$ cat src/srws_pkg.sv
package srws_pkg;

  // Frame and window geometry. WINDOW_FRAMES must be a power of two no larger than 32.
  localparam int FRAME_BYTES   = 240;
  localparam int WINDOW_FRAMES = 32;
  localparam int WIN_SHIFT     = $clog2(WINDOW_FRAMES);

  localparam int SIZE_W      = 24;
  localparam int FRAME_CNT_W = 17;
  localparam int WIN_W       = 16;
  localparam int TMO_W       = 12;
  localparam int RETRY_W     = 5;
  localparam int MASK_W      = 32;
  localparam int ERR_W       = 8;
  localparam int FL_W        = $clog2(WINDOW_FRAMES + 1);
  localparam int BYTE_W      = $clog2(WINDOW_FRAMES * FRAME_BYTES + 1);

  localparam int CFG_ADDR_W = 3;
  localparam int CFG_DATA_W = 24;

  localparam logic [CFG_ADDR_W-1:0] CFG_IMAGE_SIZE   = 3'd0;
  localparam logic [CFG_ADDR_W-1:0] CFG_WIN_TIMEOUT  = 3'd1;
  localparam logic [CFG_ADDR_W-1:0] CFG_END_TIMEOUT  = 3'd2;
  localparam logic [CFG_ADDR_W-1:0] CFG_WIN_RETRIES  = 3'd3;
  localparam logic [CFG_ADDR_W-1:0] CFG_END_RETRIES  = 3'd4;

  localparam logic [TMO_W-1:0]   WIN_TIMEOUT_RST = 12'd500;
  localparam logic [TMO_W-1:0]   END_TIMEOUT_RST = 12'd2000;
  localparam logic [RETRY_W-1:0] WIN_RETRIES_RST = 5'd20;
  localparam logic [RETRY_W-1:0] END_RETRIES_RST = 5'd8;

  localparam logic [1:0] OP_START = 2'd0;
  localparam logic [1:0] OP_ACK   = 2'd1;
  localparam logic [1:0] OP_TICK  = 2'd2;

  localparam logic [1:0] KIND_WINDOW = 2'd0;
  localparam logic [1:0] KIND_OK     = 2'd1;

  localparam logic [1:0] ACT_NONE   = 2'd0;
  localparam logic [1:0] ACT_BEGIN  = 2'd1;
  localparam logic [1:0] ACT_WINDOW = 2'd2;
  localparam logic [1:0] ACT_END    = 2'd3;

  localparam logic [2:0] OUTC_RUN     = 3'd0;
  localparam logic [2:0] OUTC_DONE    = 3'd1;
  localparam logic [2:0] OUTC_DEV_ERR = 3'd2;
  localparam logic [2:0] OUTC_UNREACH = 3'd3;
  localparam logic [2:0] OUTC_REJECT  = 3'd4;

  typedef enum logic [1:0] {
    PH_IDLE = 2'd0,
    PH_PUSH = 2'd1,
    PH_DONE = 2'd2,
    PH_FAIL = 2'd3
  } phase_t;

  typedef struct packed {
    logic [1:0]        opcode;
    logic [1:0]        ack_kind;
    logic [WIN_W-1:0]  ack_window;
    logic [MASK_W-1:0] ack_missing;
    logic [ERR_W-1:0]  ack_error_code;
  } in_word_t;

  typedef struct packed {
    logic [1:0]        action;
    logic [WIN_W-1:0]  window_index;
    logic [MASK_W-1:0] frame_mask;
    logic [SIZE_W-1:0] acked_bytes;
    logic [2:0]        outcome;
    logic [ERR_W-1:0]  device_error;
    logic              last;
  } out_word_t;

  typedef struct packed {
    logic [SIZE_W-1:0]      image_size;
    logic [FRAME_CNT_W-1:0] frames;
    logic [WIN_W-1:0]       windows;
    logic [TMO_W-1:0]       win_timeout;
    logic [TMO_W-1:0]       end_timeout;
    logic [RETRY_W-1:0]     win_retries;
    logic [RETRY_W-1:0]     end_retries;
  } cfg_t;

  typedef struct packed {
    logic [1:0] cnt;
    out_word_t  w0;
    out_word_t  w1;
  } push_t;

endpackage

$ cat src/srws_cfg.sv
module srws_cfg (
  input  logic                             clk,
  input  logic                             rst_n,
  input  logic                             cfg_we,
  input  logic [srws_pkg::CFG_ADDR_W-1:0]  cfg_addr,
  input  logic [srws_pkg::CFG_DATA_W-1:0]  cfg_wdata,
  output srws_pkg::cfg_t                   cfg
);
  import srws_pkg::*;

  // Frame count is ceil(size / FRAME_BYTES), done as an exact reciprocal multiply.
  localparam int X_W    = SIZE_W + 1;
  localparam int SH     = X_W + $clog2(FRAME_BYTES);
  localparam int RCP_W  = X_W + 2;
  localparam longint unsigned RCP_L =
    ((64'd1 << SH) + 64'(FRAME_BYTES) - 64'd1) / 64'(FRAME_BYTES);
  localparam logic [RCP_W-1:0] RECIP = RCP_W'(RCP_L);
  localparam int P_W    = X_W + RCP_W;

  logic [SIZE_W-1:0]      image_size_r;
  logic [FRAME_CNT_W-1:0] frames_r, frames_nxt;
  logic [WIN_W-1:0]       windows_r, windows_nxt;
  logic [TMO_W-1:0]       win_timeout_r, end_timeout_r;
  logic [RETRY_W-1:0]     win_retries_r, end_retries_r;

  logic [X_W-1:0]         size_up;
  logic [P_W-1:0]         prod;
  logic [X_W-1:0]         quot;
  logic [FRAME_CNT_W:0]   win_up;

  always_comb begin
    size_up  = X_W'(cfg_wdata[SIZE_W-1:0]) + X_W'(FRAME_BYTES - 1);
    prod     = P_W'(size_up) * P_W'(RECIP);
    quot     = X_W'(prod >> SH);
    if (quot > X_W'({FRAME_CNT_W{1'b1}})) begin
      frames_nxt = {FRAME_CNT_W{1'b1}};
    end else begin
      frames_nxt = quot[FRAME_CNT_W-1:0];
    end
    win_up      = (FRAME_CNT_W + 1)'(frames_nxt) + (FRAME_CNT_W + 1)'(WINDOW_FRAMES - 1);
    windows_nxt = WIN_W'(win_up >> WIN_SHIFT);
  end

  always_ff @(posedge clk) begin
    if (!rst_n) begin
      image_size_r  <= '0;
      frames_r      <= '0;
      windows_r     <= '0;
      win_timeout_r <= WIN_TIMEOUT_RST;
      end_timeout_r <= END_TIMEOUT_RST;
      win_retries_r <= WIN_RETRIES_RST;
      end_retries_r <= END_RETRIES_RST;
    end else if (cfg_we) begin
      case (cfg_addr)
        CFG_IMAGE_SIZE: begin
          image_size_r <= cfg_wdata[SIZE_W-1:0];
          frames_r     <= frames_nxt;
          windows_r    <= windows_nxt;
        end
        CFG_WIN_TIMEOUT: win_timeout_r <= cfg_wdata[TMO_W-1:0];
        CFG_END_TIMEOUT: end_timeout_r <= cfg_wdata[TMO_W-1:0];
        CFG_WIN_RETRIES: win_retries_r <= cfg_wdata[RETRY_W-1:0];
        CFG_END_RETRIES: end_retries_r <= cfg_wdata[RETRY_W-1:0];
        default: ;
      endcase
    end
  end

  assign cfg.image_size  = image_size_r;
  assign cfg.frames      = frames_r;
  assign cfg.windows     = windows_r;
  assign cfg.win_timeout = win_timeout_r;
  assign cfg.end_timeout = end_timeout_r;
  assign cfg.win_retries = win_retries_r;
  assign cfg.end_retries = end_retries_r;

endmodule

$ cat src/srws_core.sv
module srws_core (
  input  logic               clk,
  input  logic               rst_n,
  input  logic               go,
  input  srws_pkg::in_word_t item,
  input  srws_pkg::cfg_t     cfg,
  output srws_pkg::push_t    push
);
  import srws_pkg::*;

  localparam int FW = WIN_W + WIN_SHIFT;

  function automatic logic [FL_W-1:0] frames_left(input logic [FRAME_CNT_W-1:0] fc,
                                                  input logic [WIN_W-1:0] w);
    logic [FW-1:0] first;
    logic [FW-1:0] ext;
    logic [FW-1:0] rem;
    first = FW'(w) << WIN_SHIFT;
    ext   = FW'(fc);
    rem   = (ext > first) ? (ext - first) : '0;
    if (rem > FW'(WINDOW_FRAMES)) begin
      frames_left = FL_W'(WINDOW_FRAMES);
    end else begin
      frames_left = rem[FL_W-1:0];
    end
  endfunction

  function automatic logic [MASK_W-1:0] full_mask(input logic [FL_W-1:0] n);
    logic [WINDOW_FRAMES:0] one_hot;
    one_hot   = (WINDOW_FRAMES + 1)'(1) << n;
    full_mask = MASK_W'(one_hot - 1'b1);
  endfunction

  phase_t                 phase_r, phase_nxt;
  logic [WIN_W-1:0]       cur_win_r, cur_win_nxt;
  logic [WIN_W-1:0]       windows_r, windows_nxt;
  logic [FRAME_CNT_W-1:0] frames_r, frames_nxt;
  logic [RETRY_W-1:0]     retry_r, retry_nxt;
  logic                   end_sent_r, end_sent_nxt;
  logic                   got_ack_r, got_ack_nxt;
  logic [SIZE_W-1:0]      conf_r, conf_nxt;
  logic [TMO_W-1:0]       cnt_r, cnt_nxt;
  logic [ERR_W-1:0]       err_r, err_nxt;

  logic [1:0]             n_res;
  logic [1:0]             act0, act1;
  logic [2:0]             outc0;
  logic                   use_miss;

  logic [FL_W-1:0]        fl_cur;
  logic [BYTE_W-1:0]      new_bytes;
  logic [SIZE_W:0]        byte_sum;
  logic [WIN_W-1:0]       cur_inc;
  logic [RETRY_W:0]       retry_inc;
  logic [RETRY_W-1:0]     limit;
  logic [FL_W-1:0]        fl_nxt;
  logic [MASK_W-1:0]      mask_nxt;

  always_comb begin
    fl_cur    = frames_left(frames_r, cur_win_r);
    new_bytes = BYTE_W'(fl_cur) * BYTE_W'(FRAME_BYTES);
    byte_sum  = (SIZE_W + 1)'(conf_r) + (SIZE_W + 1)'(new_bytes);
    cur_inc   = (cur_win_r == {WIN_W{1'b1}}) ? cur_win_r : cur_win_r + 1'b1;
    retry_inc = (RETRY_W + 1)'(retry_r) + 1'b1;
    limit     = end_sent_r ? cfg.end_retries : cfg.win_retries;
  end

  // Next state, plus the pattern of result words the item causes.
  always_comb begin
    phase_nxt    = phase_r;
    cur_win_nxt  = cur_win_r;
    windows_nxt  = windows_r;
    frames_nxt   = frames_r;
    retry_nxt    = retry_r;
    end_sent_nxt = end_sent_r;
    got_ack_nxt  = got_ack_r;
    conf_nxt     = conf_r;
    cnt_nxt      = cnt_r;
    err_nxt      = err_r;
    n_res        = 2'd0;
    act0         = ACT_NONE;
    act1         = ACT_WINDOW;
    outc0        = OUTC_RUN;
    use_miss     = 1'b0;
    if (go) begin
      case (item.opcode)
        OP_START: begin
          if (cfg.image_size == '0) begin
            n_res = 2'd1;
            outc0 = OUTC_REJECT;
          end else begin
            frames_nxt   = cfg.frames;
            windows_nxt  = cfg.windows;
            cur_win_nxt  = '0;
            got_ack_nxt  = 1'b0;
            end_sent_nxt = 1'b0;
            retry_nxt    = '0;
            conf_nxt     = '0;
            err_nxt      = '0;
            phase_nxt    = PH_PUSH;
            cnt_nxt      = cfg.win_timeout;
            n_res        = 2'd2;
            act0         = ACT_BEGIN;
          end
        end
        OP_ACK: begin
          if (phase_r == PH_PUSH) begin
            got_ack_nxt = 1'b1;
            retry_nxt   = '0;
            if (item.ack_kind == KIND_OK) begin
              conf_nxt  = cfg.image_size;
              phase_nxt = PH_DONE;
              n_res     = 2'd1;
              outc0     = OUTC_DONE;
            end else if (item.ack_kind != KIND_WINDOW) begin
              // Busy, error and unknown kinds all end the transfer.
              err_nxt   = item.ack_error_code;
              phase_nxt = PH_FAIL;
              n_res     = 2'd1;
              outc0     = OUTC_DEV_ERR;
            end else if (item.ack_window == cur_win_r) begin
              n_res = 2'd1;
              if (item.ack_missing == '0) begin
                conf_nxt    = (byte_sum > (SIZE_W + 1)'(cfg.image_size)) ?
                              cfg.image_size : byte_sum[SIZE_W-1:0];
                cur_win_nxt = cur_inc;
                if (cur_inc >= windows_r) begin
                  end_sent_nxt = 1'b1;
                  cnt_nxt      = cfg.end_timeout;
                  act0         = ACT_END;
                end else begin
                  cnt_nxt = cfg.win_timeout;
                  act0    = ACT_WINDOW;
                end
              end else begin
                cnt_nxt  = cfg.win_timeout;
                act0     = ACT_WINDOW;
                use_miss = 1'b1;
              end
            end
          end
        end
        OP_TICK: begin
          if (phase_r == PH_PUSH) begin
            if (cnt_r > TMO_W'(1)) begin
              cnt_nxt = cnt_r - 1'b1;
            end else begin
              cnt_nxt   = '0;
              retry_nxt = retry_inc[RETRY_W] ? {RETRY_W{1'b1}} : retry_inc[RETRY_W-1:0];
              if (retry_inc > (RETRY_W + 1)'(limit)) begin
                phase_nxt = PH_FAIL;
                n_res     = 2'd1;
                outc0     = OUTC_UNREACH;
              end else if (end_sent_r) begin
                cnt_nxt = cfg.end_timeout;
                n_res   = 2'd1;
                act0    = ACT_END;
              end else if (!got_ack_r) begin
                cnt_nxt = cfg.win_timeout;
                n_res   = 2'd2;
                act0    = ACT_BEGIN;
              end else begin
                cnt_nxt = cfg.win_timeout;
                n_res   = 2'd1;
                act0    = ACT_WINDOW;
              end
            end
          end
        end
        default: ;
      endcase
    end
  end

  // Result words, built from the updated state.
  always_comb begin
    fl_nxt   = frames_left(frames_nxt, cur_win_nxt);
    mask_nxt = full_mask(fl_nxt);
    if (use_miss) begin
      mask_nxt = mask_nxt & item.ack_missing;
    end

    push.cnt = n_res;

    push.w0.action       = act0;
    push.w0.window_index = (act0 == ACT_WINDOW) ? cur_win_nxt : '0;
    push.w0.frame_mask   = (act0 == ACT_WINDOW) ? mask_nxt : '0;
    push.w0.acked_bytes  = conf_nxt;
    push.w0.outcome      = outc0;
    push.w0.device_error = (outc0 == OUTC_DEV_ERR) ? err_nxt : '0;
    push.w0.last         = (n_res == 2'd1);

    push.w1.action       = act1;
    push.w1.window_index = cur_win_nxt;
    push.w1.frame_mask   = mask_nxt;
    push.w1.acked_bytes  = conf_nxt;
    push.w1.outcome      = OUTC_RUN;
    push.w1.device_error = '0;
    push.w1.last         = 1'b1;
  end

  always_ff @(posedge clk) begin
    if (!rst_n) begin
      phase_r    <= PH_IDLE;
      cur_win_r  <= '0;
      windows_r  <= '0;
      frames_r   <= '0;
      retry_r    <= '0;
      end_sent_r <= 1'b0;
      got_ack_r  <= 1'b0;
      conf_r     <= '0;
      cnt_r      <= '0;
      err_r      <= '0;
    end else begin
      phase_r    <= phase_nxt;
      cur_win_r  <= cur_win_nxt;
      windows_r  <= windows_nxt;
      frames_r   <= frames_nxt;
      retry_r    <= retry_nxt;
      end_sent_r <= end_sent_nxt;
      got_ack_r  <= got_ack_nxt;
      conf_r     <= conf_nxt;
      cnt_r      <= cnt_nxt;
      err_r      <= err_nxt;
    end
  end

endmodule

$ cat src/srws_out_fifo.sv
module srws_out_fifo (
  input  logic                clk,
  input  logic                rst_n,
  input  srws_pkg::push_t     push,
  input  logic                pop,
  output logic                room,
  output logic                valid,
  output srws_pkg::out_word_t head
);
  import srws_pkg::*;

  localparam int DEPTH = 4;
  localparam int PTR_W = $clog2(DEPTH);

  out_word_t          mem [DEPTH];
  logic [PTR_W-1:0]   wr_ptr_r, wr_ptr_nxt;
  logic [PTR_W-1:0]   rd_ptr_r, rd_ptr_nxt;
  logic [PTR_W:0]     count_r, count_nxt;
  logic [PTR_W-1:0]   wr_ptr_p1;

  always_comb begin
    wr_ptr_p1  = wr_ptr_r + 1'b1;
    wr_ptr_nxt = wr_ptr_r + PTR_W'(push.cnt);
    rd_ptr_nxt = pop ? rd_ptr_r + 1'b1 : rd_ptr_r;
    count_nxt  = count_r + (PTR_W + 1)'(push.cnt) - (PTR_W + 1)'(pop);
  end

  // Two free slots are needed since an item may leave two words.
  assign room  = (count_r <= (PTR_W + 1)'(DEPTH - 2));
  assign valid = (count_r != '0);
  assign head  = mem[rd_ptr_r];

  always_ff @(posedge clk) begin
    if (push.cnt != 2'd0) begin
      mem[wr_ptr_r] <= push.w0;
    end
    if (push.cnt == 2'd2) begin
      mem[wr_ptr_p1] <= push.w1;
    end
  end

  always_ff @(posedge clk) begin
    if (!rst_n) begin
      wr_ptr_r <= '0;
      rd_ptr_r <= '0;
      count_r  <= '0;
    end else begin
      wr_ptr_r <= wr_ptr_nxt;
      rd_ptr_r <= rd_ptr_nxt;
      count_r  <= count_nxt;
    end
  end

endmodule

$ cat src/selective_repeat_window_sender.sv
// Channel   Direction  Handshake             Payload
// in_       input      in_valid / in_stall   in_word  (srws_pkg::in_word_t)
// out_      output     out_valid / out_stall out_word (srws_pkg::out_word_t)
// cfg_      input      cfg_we                cfg_addr, cfg_wdata
//
// An accepted word is held in the input register and processed from there once the queue
// has room, so a new word can be taken every cycle while the queue has room. Results
// leave through a four-word queue, one per cycle while out_stall is low; processing
// waits while fewer than two queue slots are free, as a word may have two results.
// Synchronous reset clears the core and queue and sets cfg defaults; no clearing pass.
// A stalled output holds back input once three queue slots are taken and a word is waiting.
module selective_repeat_window_sender (
  input  logic                             clk,
  input  logic                             rst_n,
  input  logic                             in_valid,
  output logic                             in_stall,
  input  srws_pkg::in_word_t               in_word,
  output logic                             out_valid,
  input  logic                             out_stall,
  output srws_pkg::out_word_t              out_word,
  input  logic                             cfg_we,
  input  logic [srws_pkg::CFG_ADDR_W-1:0]  cfg_addr,
  input  logic [srws_pkg::CFG_DATA_W-1:0]  cfg_wdata
);
  import srws_pkg::*;

  in_word_t in_word_r;
  logic     in_vld_r, in_vld_nxt;
  logic     room;
  logic     go;
  logic     in_take;
  cfg_t     cfg;
  push_t    push;

  assign go       = in_vld_r & room;
  assign in_stall = in_vld_r & ~room;
  assign in_take  = in_valid & ~in_stall;

  always_comb begin
    if (in_take) begin
      in_vld_nxt = 1'b1;
    end else if (go) begin
      in_vld_nxt = 1'b0;
    end else begin
      in_vld_nxt = in_vld_r;
    end
  end

  always_ff @(posedge clk) begin
    if (!rst_n) begin
      in_vld_r <= 1'b0;
    end else begin
      in_vld_r <= in_vld_nxt;
    end
  end

  always_ff @(posedge clk) begin
    if (in_take) begin
      in_word_r <= in_word;
    end
  end

  srws_cfg u_cfg (
    .clk       (clk),
    .rst_n     (rst_n),
    .cfg_we    (cfg_we),
    .cfg_addr  (cfg_addr),
    .cfg_wdata (cfg_wdata),
    .cfg       (cfg)
  );

  srws_core u_core (
    .clk   (clk),
    .rst_n (rst_n),
    .go    (go),
    .item  (in_word_r),
    .cfg   (cfg),
    .push  (push)
  );

  srws_out_fifo u_fifo (
    .clk   (clk),
    .rst_n (rst_n),
    .push  (push),
    .pop   (out_valid & ~out_stall),
    .room  (room),
    .valid (out_valid),
    .head  (out_word)
  );

endmodule

$ cat config.mk
export PLATFORM = sky130hd
export DESIGN_NAME = selective_repeat_window_sender
export DESIGN_NICKNAME = d
export VERILOG_FILES = /design/src/srws_pkg.sv /design/src/srws_cfg.sv /design/src/srws_core.sv /design/src/srws_out_fifo.sv /design/src/selective_repeat_window_sender.sv
export SDC_FILE = /design/constraint.sdc
export NUM_CORES = 2
export LEC_CHECK = 0
export BUFFER_PORTS_ARGS = -buffer_cell sky130_fd_sc_hd__buf_2
export CAP_MARGIN = 10
export CELL_PAD_IN_SITES_DETAIL_PLACEMENT = 1
export CELL_PAD_IN_SITES_GLOBAL_PLACEMENT = 1
export CORE_AREA = 2 2 311 313
export CTS_CLUSTER_SIZE = 12
export DETAILED_ROUTE_END_ITERATION = 7
export DIE_AREA = 0 0 313 315
export PLACE_DENSITY = 0.66
export SYNTH_ARGS = -nofsm -noshare
export SYNTH_HDL_FRONTEND = slang
export SYNTH_SLANG_ARGS = --single-unit
$ cat constraint.sdc
create_clock -name clk -period 28 [get_ports clk]
set_input_delay 2.8 -clock clk [delete_from_list [all_inputs] [get_ports clk]]
set_output_delay 2.8 -clock clk [all_outputs]
set_load 0.005 [all_outputs]
; ---- After elaboration in Yosys (flattened, before gate mapping)
; Memory sizes are Yosys's and may differ from the RTL's. A register that Yosys moved wholly into a read port is not among the register bits.
; Index checks and enable logic that the tools add are counted.
[classes]
addsub = 14
mul = 2
order_cmp = 10
eq_ne = 25
n_shift = 1
mux = 123
bitwise = 9
reduce_logical = 21
[ops]
columns = op, count
row1 = 2-to-1 mux 24 bit, 8
row2 = 2-to-1 mux 16 bit, 9
row3 = 2-to-1 mux 12 bit, 11
row4 = 2-to-1 mux 17 bit, 4
row5 = 2-to-1 mux 32 bit, 2
row6 = 2-to-1 mux 2 bit, 31
row7 = multiplier 25 x 26 -> 51 bit (second input constant), 1
row8 = 2-to-1 mux 8 bit, 6
row9 = one-hot mux 24 bit (2 select lines), 1
row10 = > comparator 17 x 21 -> 1 bit, 2
row11 = > comparator 21 x 6 -> 1 bit (second input constant), 2
row12 = 2-to-1 mux 21 bit, 2
row13 = subtractor 17 x 21 -> 21 bit, 2
row14 = one-hot mux 12 bit (3 select lines), 1
row15 = AND 32 bit, 1
row16 = logical NOT 32 bit, 1
row17 = one-hot mux 16 bit (2 select lines), 1
row18 = left shift 1 x 6 -> 32 bit (first input constant), 1
row19 = subtractor 32 x 1 -> 32 bit (second input constant), 1
row20 = 2-to-1 mux 5 bit, 6
row21 = adder 24 x 13 -> 25 bit, 1
row22 = adder 24 x 8 -> 25 bit (second input constant), 1
row23 = > comparator 25 x 24 -> 1 bit, 1
row24 = 2-to-1 mux 1 bit, 25
row25 = other kinds (44), 84
[word_totals]
reg_bits = 255
ram_bits = 344
input_bits = 92
output_inout_bits = 88
word_cells = 232
n_memories = 1
[mem_list]
columns = name, words, word_bits, rd, rd_clocked_by_memory_dff, wr, line
row1 = u_fifo.mem, 4, 86, 1, 1, 2, srws_out_fifo.sv:15  ; out_word_t mem [DEPTH];

; ---- Longest topological paths before layout
[logic_depth]
word_depth = 18
ltp_mapped = 44
ltp_nobuf = 43

; ---- Modules after synthesis
; From an unflattened synthesis, not the netlist that was laid out.
[hier_totals]
cells_unflattened = 3898
area_unflattened_um2 = 42017.8
[modules_own_cells]
columns = mod, instances, cells_per_inst, area_each_um2, seq_area_each_um2
row1 = srws_out_fifo, 1, 880, 17286.6, 10510.1
row2 = srws_core, 1, 1703, 12154.2, 2042.0
row3 = srws_cfg, 1, 1249, 10715.3, 1761.7
row4 = selective_repeat_window_sender, 1, 66, 1861.8, 1821.7

; ---- Worst setup path after synthesis
; Ideal clock, no wire load.
[synth_path]
kind = input to register
from = in cfg_wdata[0] (netlist bit)
to = reg u_cfg.windows_r[11]
setup_time_ps = 121
arrival_time_ps = 10716
t_required_ps = 27879
slack_ps = 17163
path_stages = 30
n_path_buf = 0
cell_sequence = inv_1 > ha_1 > nor3b_1 > nor2b_1 > nor4_1 > nor2_1 > and4_1 > and3_1 > ha_1 > ha_1 > or2_2 > fa_1 > fa_1 > inv_1 > fa_1 > inv_1 > fa_1 > fa_1 > ha_1 > nand3_1 > nor4_1 > nor4b_1 > or2_2 > nor4_1 > nor3b_1 > o311a_1 > nand4_1 > o41ai_1 > or3_1 > nand3_1
[synth_between]
elab_chain_cells = 5
[synth_rtl]
columns = element, line
row1 = "start, declared", selective_repeat_window_sender.sv:23  ; input logic [srws_pkg::CFG_DATA_W-1:0] cfg_wdata
row2 = adder 24 x 8 -> 25 bit (*), srws_cfg.sv:32  ; size_up = X_W'(cfg_wdata[SIZE_W-1:0]) + X_W'(FRAME_BYTES - 1);
row3 = multiplier 25 x 26 -> 51 bit (*), srws_cfg.sv:33  ; prod = P_W'(size_up) * P_W'(RECIP);
row4 = > comparator 18 x 17 -> 1 bit, srws_cfg.sv:35  ; if (quot > X_W'({FRAME_CNT_W{1'b1}})) begin
row5 = 2-to-1 mux 17 bit (*), srws_cfg.sv:35
row6 = adder 17 x 5 -> 18 bit (*), srws_cfg.sv:40  ; win_up = (FRAME_CNT_W + 1)'(frames_nxt) + (FRAME_CNT_W + 1)'(WINDOW_FRAMES - 1);
row7 = "end signal, assigned", srws_cfg.sv:58  ; windows_r <= windows_nxt;
row8 = "end, declared", srws_cfg.sv:22  ; logic [WIN_W-1:0] windows_r, windows_nxt;
; Every way passes the cells marked *; elsewhere a longest branch is shown, timed or not.
; A chain may end at the register's enable or synchronous reset.

==> flow_summary.yaml <==
outcome:
  status: "finished clean"
timing:
  tns_ps: 0
  setup_violations: 0
  rsz0062_at_grt: "false"
  finalHoldViolCount: 0
  fin_crit_sh_pct: 43.35
  timing.slew.headroom_pct: 23.97
  fmax_mhz: 82.38
  maxSlewViolCount: 0
  worst_pin_slew_ps: 1130
  finalCriticalPeriod_ps: 12140
  whs_ps: 455.9
  fin_worst_skew_ps: 21.03
clock_tree:
  ctsResizeCount: 0
  cts_hold_buf: 0
  clockRootBuffer: "clkbuf_16"
  cts_buffers: 70
  cts_tree: "built"
  cts_setup_buffers: 0
  cts_max_level: 3
  clkLatencyLatePin_ps: 620
  clk_pin_slew_ps: 60
  clock_sink_count: 601
  cts_buffer_depth: 3
synthesis:
  synth_cell_types: 94
  ys_ff_latch: 601
  synth_warnings: 0
  postSynthCellCount: 3735
  synth_most_common_cell: "nor2_1"
  syn-cell-area_um2: 37770
  async_flop_share_pct: 0
  synth_common_cells: "nor2_1, edfxtp_1, nand2_1, ha_1, inv_1"
  seq_area_frac_synth_pct: 41.08
  synth_area_per_cell_um2: 10.11
  synth_ff_type: "edfxtp_1"
  yosys.area.top_type: "edfxtp_1"
  synth_nets: 4242
  synth-edff-count: 348
  synth.top_cells.by_area: "edfxtp_1, dfxtp_1, ha_1"
  yosysTopAreaCellShare_pct: 27.67
global_route:
  grt_first_pass_wirelength_um: 185200
  grt_max_degree: 67
  grt.met3_usage_pct: 2.901
  busiest_layer: "met2"
  use_met2_pct: 40.38
  grt_util_met1_pct: 33.10
  grt_pass1_vias: 30830
  gr-total-overflow: 0
  grt_antenna_before_repair: 1
  grtUsageTotal_pct: 24.03
route:
  drcViolationCount: 0
  wirelength_um: 118300
  vias: 29240
  first_pass_iters: 5
  ant_nets: 0
  wl_per_cell_um: 22.72
  drt_first_iter_violations: 1902
  drt-vias-per-instance: 5.619
finish:
  final_nets: 4382
  areaGrowthSynthToFinish_pct: 11.92
  post_route_cells_drive_above_1_share_pct: 12.88
  diodes: 0
  fin_cells: 5204
critical_path:
  arrival_ps: 12460
  critPathBufInv: 2
  startpoint_type: "flop"
  crit_type: "flop to flop"
  crit_path_end_kind: "flop"
  cp_max_fo: 10
  critPathTopFamily: "compound AO/OA/AOI/OAI gates"
  cp_common_cell: "a21oi_1"
  critPathSlowestCell: "nor4_1"
  cp_slowest_stage_delay_ps: 1000
  required_ps: 28320
place:
  dp.cells: 5078
  place_congestion: 0.9229
  post-dp-hpwl_um: 86980
  port_buffers: 179
floorplan:
  die_area_um2: 98600
  die_y_um: 315
  start_util_pct: 39.46
  num_io_pins: 180
  die_w_um: 313
  core.rowCount: 114
  core_um2: 95710
pwr:
  peakVddDrop_mv: 0.07635
  leakagePower_nw: 16.33
  swShare_pct: 37.87
  power_density_nw_per_um2: 77.11
  total_power_mw: 3.259
  p_clk_share_pct: 27.2
  power_frac_seq_pct: 30.8
  p_switching_mw: 1.234
  intPower_mw: 2.025
  combPwrFrac_pct: 42.0
run:
  drv_cap: 0
hold_path:
  hp-class: "flop to flop"
==> through the flow <==
stage | worst slack [ps] | util (%) | cell area (µm²)
after floorplan | 17160 | - | 37770
after global placement | 15570 | 41.88 | 40080
after detailed placement | 15270 | 41.88 | 40080
after CTS | 15880 | 44.16 | 42270
after global routing | 14930 | 44.17 | 42270
final | 15860 | 44.17 | 42270
==> area by class of cell <==
| cell class | instances | area [µm²] |
|---|---|---|
| Fill cell | 10720 | 53440 |
| Inverter | 280 | 1059 |
| Sequential cell | 601 | 15520 |
| Clock buffer | 94 | 1944 |
| Multi-Input combinational cell | 2691 | 20630 |
| Clock inverter | 31 | 239.0 |
| Tap cell | 1276 | 1597 |
| Timing Repair Buffer | 231 | 1284 |
==> cells in the final DEF (no fill, tap or decap), types with 103 or more instances in the layout <==
cell / instances
a21oi_1: 194
fa_1: 103
nor2_1: 475
o21ai_0: 140
inv_1: 273
edfxtp_1: 348
ha_1: 312
dfxtp_1: 251
buf_2: 180
nand2_1: 315
==> worst paths after layout <==
check | start | endpoint | slack (ps) | depth (start not counted)
setup / recovery | u_core.cur_win_r[0] | u_fifo.mem[3][12] | 15860 | 40
hold / removal | u_fifo.mem[0][11] | u_fifo.mem[0][11] | 460 | 2
setup reg to reg | u_core.cur_win_r[0] | u_fifo.mem[3][12] | 15860 | 40
hold reg to reg | u_fifo.mem[0][11] | u_fifo.mem[0][11] | 460 | 2
==> per-layer routing <==
layer  vias up  part of all wire [%]
met4         2                   1.9
met2       648                    48
met3       138                   4.1
li1      13750                     -
met1     14700                    46
met5         -                 0.014
==> logic make-up (layout without fill, tap and decap cells) <==
family | Yosys count | after routing | synth area share, %
compound gates | 699 | 699 | 12.32
xor+xnor | 137 | 137 | 3.177
fa+ha+maj | 415 | 415 | 15.79
buf+inv | 443 | 636 | 4.472
flops | 601 | 601 | 41.08
mux | 171 | 171 | 7.470
simple gates | 1269 | 1269 | 15.69
==> state kept, by name, summed over array words and instances, names as in the netlist, 8 cells and up, named ones only <==
name and cells:
in_word_r 60, u_cfg.end_timeout_r 12, u_cfg.frames_r 17, u_cfg.image_size_r 24
u_cfg.win_timeout_r 12, u_cfg.windows_r 13, u_core.cnt_r 12, u_core.conf_r 24
u_core.cur_win_r 16, u_core.err_r 8, u_core.frames_r 17, u_core.windows_r 13
u_fifo.mem 344
==> worst min-delay path, cell delays in order (launching register included) <==
cell and delay (ps):
dfxtp_1 330, nand2_1 50, o21ai_0 50
==> power by group through the flow <==
stage,logic (mW),clock network [mW],registers [mW]
2_1_floorplan,1.00,0,0.992
5_1_grt,1.56,0.937,1.01
3_5_place_dp,1.37,0,1.03
3_3_place_gp,1.35,0,1.02
4_1_cts,1.38,0.905,1.01
6_report,1.37,0.886,1.01
Note: power is estimated with default switching activity, not from simulation.
